## config.mk

```make
export PLATFORM = sky130hd
export DESIGN_NAME = chtd_ctrl
export DESIGN_NICKNAME = d
export VERILOG_FILES = /design/src/hdl/chtd_pkg.sv /design/src/hdl/chtd_ctrl.sv
export SDC_FILE = /design/constraint.sdc
export NUM_CORES = 1
export LEC_CHECK = 0
export BUFFER_PORTS_ARGS = -buffer_cell sky130_fd_sc_hd__clkbuf_2
export CAP_MARGIN = 10
export CORE_MARGIN = 2
export CORE_UTILIZATION = 42
export CTS_BUF_LIST = sky130_fd_sc_hd__clkbuf_2 sky130_fd_sc_hd__clkbuf_4 sky130_fd_sc_hd__clkbuf_8
export CTS_CLUSTER_DIAMETER = 60
export DETAILED_ROUTE_END_ITERATION = 7
export GPL_TIMING_DRIVEN = 0
export PLACE_DENSITY = 0.78
export SETUP_SLACK_MARGIN = 0.02
export SYNTH_ARGS = -nofsm -noshare
export SYNTH_HDL_FRONTEND = slang
export SYNTH_SLANG_ARGS = --single-unit
export TNS_END_PERCENT = 20
```

## constraint.sdc

```tcl
create_clock -name clock -period 1.9 [get_ports clock]
set_clock_uncertainty 0.2 [all_clocks]
set_input_delay 0.475 -clock clock [delete_from_list [all_inputs] [get_ports clock]]
set_output_delay 0.475 -clock clock [all_outputs]
set_load 0.03 [all_outputs]
```

## src/hdl/chtd_pkg.sv

```systemverilog
// ----------------------------------------------------------------------------
// chtd_pkg
// Shared sizes, codes and controller/datapath interface types for the
// canonical Huffman table decoder.
// ----------------------------------------------------------------------------
package chtd_pkg;

   localparam int SYMBOLS = 512;
   localparam int MAX_LEN = 15;

   localparam int SYM_W  = $clog2(SYMBOLS);
   localparam int CNT_W  = 10;
   localparam int LEN_W  = 4;
   localparam int WIN_W  = 15;
   localparam int FILL_W = 7;
   localparam int USED_W = 4;
   localparam int MCL_W  = 4;
   localparam int OP_W   = 2;
   localparam int ST_W   = 3;
   localparam int LIDX_W = $clog2(MAX_LEN + 1);
   localparam int AV_W   = MAX_LEN + 2;
   localparam int SUM_W  = MAX_LEN + 1;
   localparam int CMP_W  = (CNT_W > MAX_LEN + 1) ? CNT_W : MAX_LEN + 1;
   localparam int P_W    = ((MAX_LEN > CNT_W) ? MAX_LEN : CNT_W) + 1;

   localparam int CSR_AW = 3;
   localparam int CSR_DW = 32;

   typedef enum logic [OP_W-1:0] {
      OP_LOAD   = 2'd0,
      OP_BUILD  = 2'd1,
      OP_DECODE = 2'd2,
      OP_NOP    = 2'd3
   } op_type;

   typedef enum logic [ST_W-1:0] {
      ST_OK         = 3'd0,
      ST_TOO_LONG   = 3'd1,
      ST_SIZE       = 3'd2,
      ST_NO_CODES   = 3'd3,
      ST_OVERSUB    = 3'd4,
      ST_INCOMPLETE = 3'd5,
      ST_SHORT      = 3'd6,
      ST_NO_TABLE   = 3'd7
   } status_type;

   typedef enum logic {
      REG_MAX_LEN   = 1'b0,
      REG_SYM_COUNT = 1'b1
   } reg_type;

   typedef enum logic [3:0] {
      S_IDLE,
      S_SIZE_CHK,
      S_CNT_RD,
      S_CNT_USE,
      S_ZERO_CHK,
      S_KRAFT,
      S_FIRST,
      S_PLACE,
      S_SORT_RD,
      S_SORT_USE,
      S_DEC_STEP,
      S_DEC_DATA,
      S_DONE
   } fsm_type;

   typedef struct packed {
      logic       capture;
      logic       len_write;
      logic       set_status;
      status_type status;
      logic       size_prep;
      logic       cnt_inc;
      logic       kraft_init;
      logic       kraft_step;
      logic       first_init;
      logic       first_step;
      logic       place_init;
      logic       place_step;
      logic       sort_init;
      logic       sort_step;
      logic       commit;
      logic       dec_step;
      logic       dec_read;
      logic       dec_data;
      logic       out_load;
   } cmd_type;

   typedef struct packed {
      logic size_bad;
      logic size_zero;
      logic sym_last;
      logic len_bad;
      logic all_zero;
      logic kraft_neg;
      logic kraft_nz;
      logic kraft_last;
      logic first_last;
      logic place_last;
      logic dec_match;
      logic dec_short;
      logic dec_last;
      logic table_ok;
   } flags_type;

endpackage

```

## src/hdl/chtd_ctrl.sv

```systemverilog
// ----------------------------------------------------------------------------
// chtd_ctrl
// Sequencer for load, build and decode, plus the result handshake.
// ----------------------------------------------------------------------------
module chtd_ctrl (
   input  logic                       clock,
   input  logic                       reset,
   input  logic                       req_valid,
   input  logic [chtd_pkg::OP_W-1:0]  req_opcode,
   output logic                       req_stall,
   output logic                       rsp_valid,
   input  logic                       rsp_stall,
   input  chtd_pkg::flags_type        flags,
   output chtd_pkg::cmd_type          cmd
);

   chtd_pkg::fsm_type state_ff, state_in;
   logic              rsp_valid_ff, rsp_valid_in;

   always_comb begin
      state_in = state_ff;
      unique case (state_ff)
         chtd_pkg::S_IDLE: begin
            if (req_valid) begin
               unique case (chtd_pkg::op_type'(req_opcode))
                  chtd_pkg::OP_BUILD:  state_in = chtd_pkg::S_SIZE_CHK;
                  chtd_pkg::OP_DECODE: state_in = flags.table_ok ? chtd_pkg::S_DEC_STEP
                                                                 : chtd_pkg::S_DONE;
                  chtd_pkg::OP_LOAD,
                  chtd_pkg::OP_NOP:    state_in = chtd_pkg::S_DONE;
               endcase
            end
         end
         chtd_pkg::S_SIZE_CHK: begin
            priority if (flags.size_bad)  state_in = chtd_pkg::S_DONE;
            else if (flags.size_zero)     state_in = chtd_pkg::S_ZERO_CHK;
            else                          state_in = chtd_pkg::S_CNT_RD;
         end
         chtd_pkg::S_CNT_RD: state_in = chtd_pkg::S_CNT_USE;
         chtd_pkg::S_CNT_USE: begin
            priority if (flags.len_bad)   state_in = chtd_pkg::S_DONE;
            else if (flags.sym_last)      state_in = chtd_pkg::S_ZERO_CHK;
            else                          state_in = chtd_pkg::S_CNT_RD;
         end
         chtd_pkg::S_ZERO_CHK: begin
            state_in = flags.all_zero ? chtd_pkg::S_DONE : chtd_pkg::S_KRAFT;
         end
         chtd_pkg::S_KRAFT: begin
            priority if (flags.kraft_neg) state_in = chtd_pkg::S_DONE;
            else if (flags.kraft_last)    state_in = flags.kraft_nz ? chtd_pkg::S_DONE
                                                                    : chtd_pkg::S_FIRST;
            else                          state_in = chtd_pkg::S_KRAFT;
         end
         chtd_pkg::S_FIRST: begin
            if (flags.first_last) state_in = chtd_pkg::S_PLACE;
         end
         chtd_pkg::S_PLACE: begin
            if (flags.place_last) state_in = chtd_pkg::S_SORT_RD;
         end
         chtd_pkg::S_SORT_RD: state_in = chtd_pkg::S_SORT_USE;
         chtd_pkg::S_SORT_USE: begin
            state_in = flags.sym_last ? chtd_pkg::S_DONE : chtd_pkg::S_SORT_RD;
         end
         chtd_pkg::S_DEC_STEP: begin
            priority if (flags.dec_match) state_in = flags.dec_short ? chtd_pkg::S_DONE
                                                                     : chtd_pkg::S_DEC_DATA;
            else if (flags.dec_last)      state_in = chtd_pkg::S_DONE;
            else                          state_in = chtd_pkg::S_DEC_STEP;
         end
         chtd_pkg::S_DEC_DATA: state_in = chtd_pkg::S_DONE;
         chtd_pkg::S_DONE: begin
            if (!rsp_valid_ff || !rsp_stall) state_in = chtd_pkg::S_IDLE;
         end
         default: state_in = chtd_pkg::S_IDLE;
      endcase
   end

   always_comb begin
      cmd        = '0;
      cmd.status = chtd_pkg::ST_OK;
      unique case (state_ff)
         chtd_pkg::S_IDLE: begin
            if (req_valid) begin
               cmd.capture = 1'b1;
               if (chtd_pkg::op_type'(req_opcode) == chtd_pkg::OP_LOAD) begin
                  cmd.len_write = 1'b1;
               end
               if (chtd_pkg::op_type'(req_opcode) == chtd_pkg::OP_DECODE &&
                   !flags.table_ok) begin
                  cmd.status = chtd_pkg::ST_NO_TABLE;
               end
            end
         end
         chtd_pkg::S_SIZE_CHK: begin
            if (flags.size_bad) begin
               cmd.set_status = 1'b1;
               cmd.status     = chtd_pkg::ST_SIZE;
            end else begin
               cmd.size_prep = 1'b1;
            end
         end
         chtd_pkg::S_CNT_USE: begin
            if (flags.len_bad) begin
               cmd.set_status = 1'b1;
               cmd.status     = chtd_pkg::ST_TOO_LONG;
            end else begin
               cmd.cnt_inc = 1'b1;
            end
         end
         chtd_pkg::S_ZERO_CHK: begin
            if (flags.all_zero) begin
               cmd.set_status = 1'b1;
               cmd.status     = chtd_pkg::ST_NO_CODES;
            end else begin
               cmd.kraft_init = 1'b1;
            end
         end
         chtd_pkg::S_KRAFT: begin
            cmd.kraft_step = 1'b1;
            priority if (flags.kraft_neg) begin
               cmd.set_status = 1'b1;
               cmd.status     = chtd_pkg::ST_OVERSUB;
            end else if (flags.kraft_last && flags.kraft_nz) begin
               cmd.set_status = 1'b1;
               cmd.status     = chtd_pkg::ST_INCOMPLETE;
            end else if (flags.kraft_last) begin
               cmd.first_init = 1'b1;
            end else begin
            end
         end
         chtd_pkg::S_FIRST: begin
            cmd.first_step = 1'b1;
            cmd.place_init = flags.first_last;
         end
         chtd_pkg::S_PLACE: begin
            cmd.place_step = 1'b1;
            cmd.sort_init  = flags.place_last;
         end
         chtd_pkg::S_SORT_USE: begin
            cmd.sort_step  = 1'b1;
            cmd.commit     = flags.sym_last;
            cmd.set_status = flags.sym_last;
         end
         chtd_pkg::S_DEC_STEP: begin
            priority if (flags.dec_match && flags.dec_short) begin
               cmd.set_status = 1'b1;
               cmd.status     = chtd_pkg::ST_SHORT;
            end else if (flags.dec_match) begin
               cmd.dec_read = 1'b1;
            end else begin
               cmd.dec_step = 1'b1;
               if (flags.dec_last) begin
                  cmd.set_status = 1'b1;
                  cmd.status     = chtd_pkg::ST_NO_TABLE;
               end
            end
         end
         chtd_pkg::S_DEC_DATA: begin
            cmd.dec_data   = 1'b1;
            cmd.set_status = 1'b1;
         end
         chtd_pkg::S_DONE: begin
            cmd.out_load = !rsp_valid_ff || !rsp_stall;
         end
         default: begin
         end
      endcase
   end

   always_comb begin
      priority if (cmd.out_load) rsp_valid_in = 1'b1;
      else if (!rsp_stall)       rsp_valid_in = 1'b0;
      else                       rsp_valid_in = rsp_valid_ff;
   end

   always_ff @(posedge clock) begin
      if (reset) begin
         state_ff     <= chtd_pkg::S_IDLE;
         rsp_valid_ff <= 1'b0;
      end else begin
         state_ff     <= state_in;
         rsp_valid_ff <= rsp_valid_in;
      end
   end

   assign req_stall = (state_ff != chtd_pkg::S_IDLE);
   assign rsp_valid = rsp_valid_ff;

endmodule

```

==> flow_summary.yaml <==
floorplan:
  core_um2: 1920
  rows: 16
  die_h_um: 48.7
  ioPinCount: 43
  die_w_um: 48.7
  dieArea_um2: 2380
  initial_core_util_pct: 43.7
clocking:
  clockRootBuffer: "clkbuf_4"
  cts_max_path_buffers: 2
  numClockSinks: 5
  clkTransAtPathRegs_ns: 0.04
  cts_buffers: 3
  htree_num_levels: 1
  clk-insertion-delay-late_ns: 0.24
  cts_tree: "built"
critical_path:
  crit_path_end_kind: "output pin"
  cp.arrival_ns: 1.76
  endpoint: "cmd[16]"
  r2r_cells: 6
  path_max_fanout: 3
  startpoint_type: "flop"
  reg2reg_slack_ns: -0.11
  critPathKind: "reg2out"
  required_ns: 1.22
  rr_endpoint: "state_ff[1]"
  r2r-start: "state_ff[0]"
  crit_start: "state_ff[0]"
route:
  vias_per_cell: 5.97
  vias: 1152
  postRouteAntennaNets: 0
  detail_route.wl_per_cell_um: 16.4
  drc: 0
  wirelength_um: 3170
  first_iter_violations: 24
  dr.pass1.iters: 4
logic_synthesis:
  syn_area_um2: 841
  syn_area_per_cell_um2: 7.19
  ys.flop_type: "dfxtp_1"
  yosysWarnings: 0
  synth_edf_count: 0
  synth_cell_types: 39
  ys_seq_area_share_pct: 11.9
  synth_area_leaders: "dfxtp_1 (12%), nor2_1 (7.6%), o32ai_2 (5.8%)"
  synth_seq_cells: 5
  yosys.area.top_type_share_pct: 11.9
  async_flop_share_pct: 0
  synthCells: 117
  synth_fp_nets: 140
  synth_area_leader_cell: "dfxtp_1"
status:
  violations: "negative setup slack"
  outcome: "complete, but fails checks"
cells_and_area:
  fillers: 143
  drive_above_1_share_pct: 57.2
  diodes: 0
  layout.nets: 190
  seq_area_um2: 105
  final_cell_mix: "clkbuf_2 (21), nor2_1 (10), buf_4 (10)"
  layout_commonest_cell: "clkbuf_2"
  multiInputGateArea_um2: 820
  area_delta_synth_final_pct: 74.9
place:
  routabilityCongestion: 0.850
  dpl.hpwl_um: 2040
  port_buffers: 42
sta:
  max_freq_ghz: 0.411
  worst_pin_slew_ns: 0.561
  finalMaxSlewViolations: 0
  setup_viol: 24
  period_needed_ns: 2.43
  hold_viol: 0
  setup_ws_ns: -0.533
  maxSlewHeadroom_pct: 62.5
  rsz0062_at_grt: "true"
  fin_crit_sh_pct: 128
  hold_ws_ns: 0.311
power_and_ir_drop:
  totalPowerFinal_mw: 1.68
  peakVddDrop_v: 0.000963
  p_leak_nw: 0.625
  p_per_area_nw_per_um2: 1150
grt:
  antenna_found_initial: 0
  grt_pass1_vias: 1069
  grt_pass1_wl_um: 4740
  grt_usage_pct: 24.6
  gr-total-overflow: 0
  grt_max_degree: 11
flow_run:
  maxCapViolations: 0
min_path:
  hold_path.class: "in2reg"
  min_from: "reset"
## synth_stat cells (2+ instances only)
cell / number
dfxtp_1: 5
and2_1: 5
nor2_1: 17
a31oi_1: 3
a221oi_1: 2
o32ai_2: 3
nand4b_1: 2
nand2_1: 4
nand3b_1: 3
inv_1: 9
nand4bb_1: 3
ha_1: 3
nor3_1: 9
nor4_1: 2
nand2b_1: 7
buf_2: 5
or3_1: 3
a21oi_1: 7
o22ai_1: 2
buf_6: 2
o21ai_0: 3
## report_power, final
part / switching, mW / total, mW / internal, mW
Clock: 0.0417 / 0.135 / 0.0935
Combinational: 0.731 / 1.34 / 0.610
Sequential: 0.0615 / 0.209 / 0.147
## kinds of logic after synthesis
group / synth area share [%]
and+or+nand+nor: 47.3
adders and majority gates: 4.46
DFF: 11.9
AOI/OAI and AO/OA: 24.0
buffers and inverters: 11.0
muxes: 1.34
## worst min path at each step
| stage | endpoint | slack [ns] | cells after the start |
|---|---|---|---|
| 2_1_floorplan | rsp_valid | 0.34 | 1 |
| 3_3_place_gp | rsp_valid | 0.28 | 2 |
| 3_5_place_dp | rsp_valid | 0.30 | 2 |
| 4_1_cts | rsp_valid | 0.30 | 2 |
| 5_1_grt | rsp_valid | 0.34 | 2 |
| 6_report | rsp_valid | 0.31 | 2 |
## timing repair
action,CTS,global route
buffers inserted,3,2
resized for setup,53,26
pin swaps,5,7
hold endpoints to repair,0,0
endpoints found under the setup margin,25,26
hold buffers,0,0
## flip-flops by register name (all words and copies together) (netlist names)
| signal | count |
|---|---|
| rsp_valid | 1 |
| state_ff | 4 |
## per-stage QoR
step / utilization [%] / setup WS [ns] / std cells / cell area [um2] / setup TNS, ns
after floorplan: - / -0.245 / 117 / 918 / -2.68
after CTS: 72.9 / -0.512 / 192 / 1400 / -5.58
after global placement: 60.5 / -0.473 / 186 / 1160 / -3.24
after detailed placement: 60.5 / -0.492 / 186 / 1160 / -3.80
after global routing: 76.5 / -0.567 / 193 / 1470 / -6.91
final: 76.5 / -0.533 / 193 / 1470 / -5.62
## layer usage
metal	vias to the layer above	GRT usage (%)	wire length, um
met5	-	0	0
met4	0	8.10	61
met3	8	1.54	185
met2	67	44.7	1700
met1	547	30.6	1220
li1	530	-	-
## worst max-delay path: stages, from the launching register on
cell,delay (ns)
dfxtp_2,0.33
or4_4,0.56
nor3_4,0.30
a21oi_4,0.08
o31ai_4,0.07
clkbuf_8,0.19
## final cells by class
| cell class | instances | area share, % |
|---|---|---|
| repair buffers | 47 | 26.0 |
| multi-input cells | 94 | 55.7 |
| clock buffers | 4 | 2.04 |
| well taps | 27 | 2.30 |
| flip-flops and latches | 5 | 7.15 |
| plain buffers | 7 | 4.51 |
| inverters | 9 | 2.30 |
Note: power is estimated with default switching activity, not from simulation.
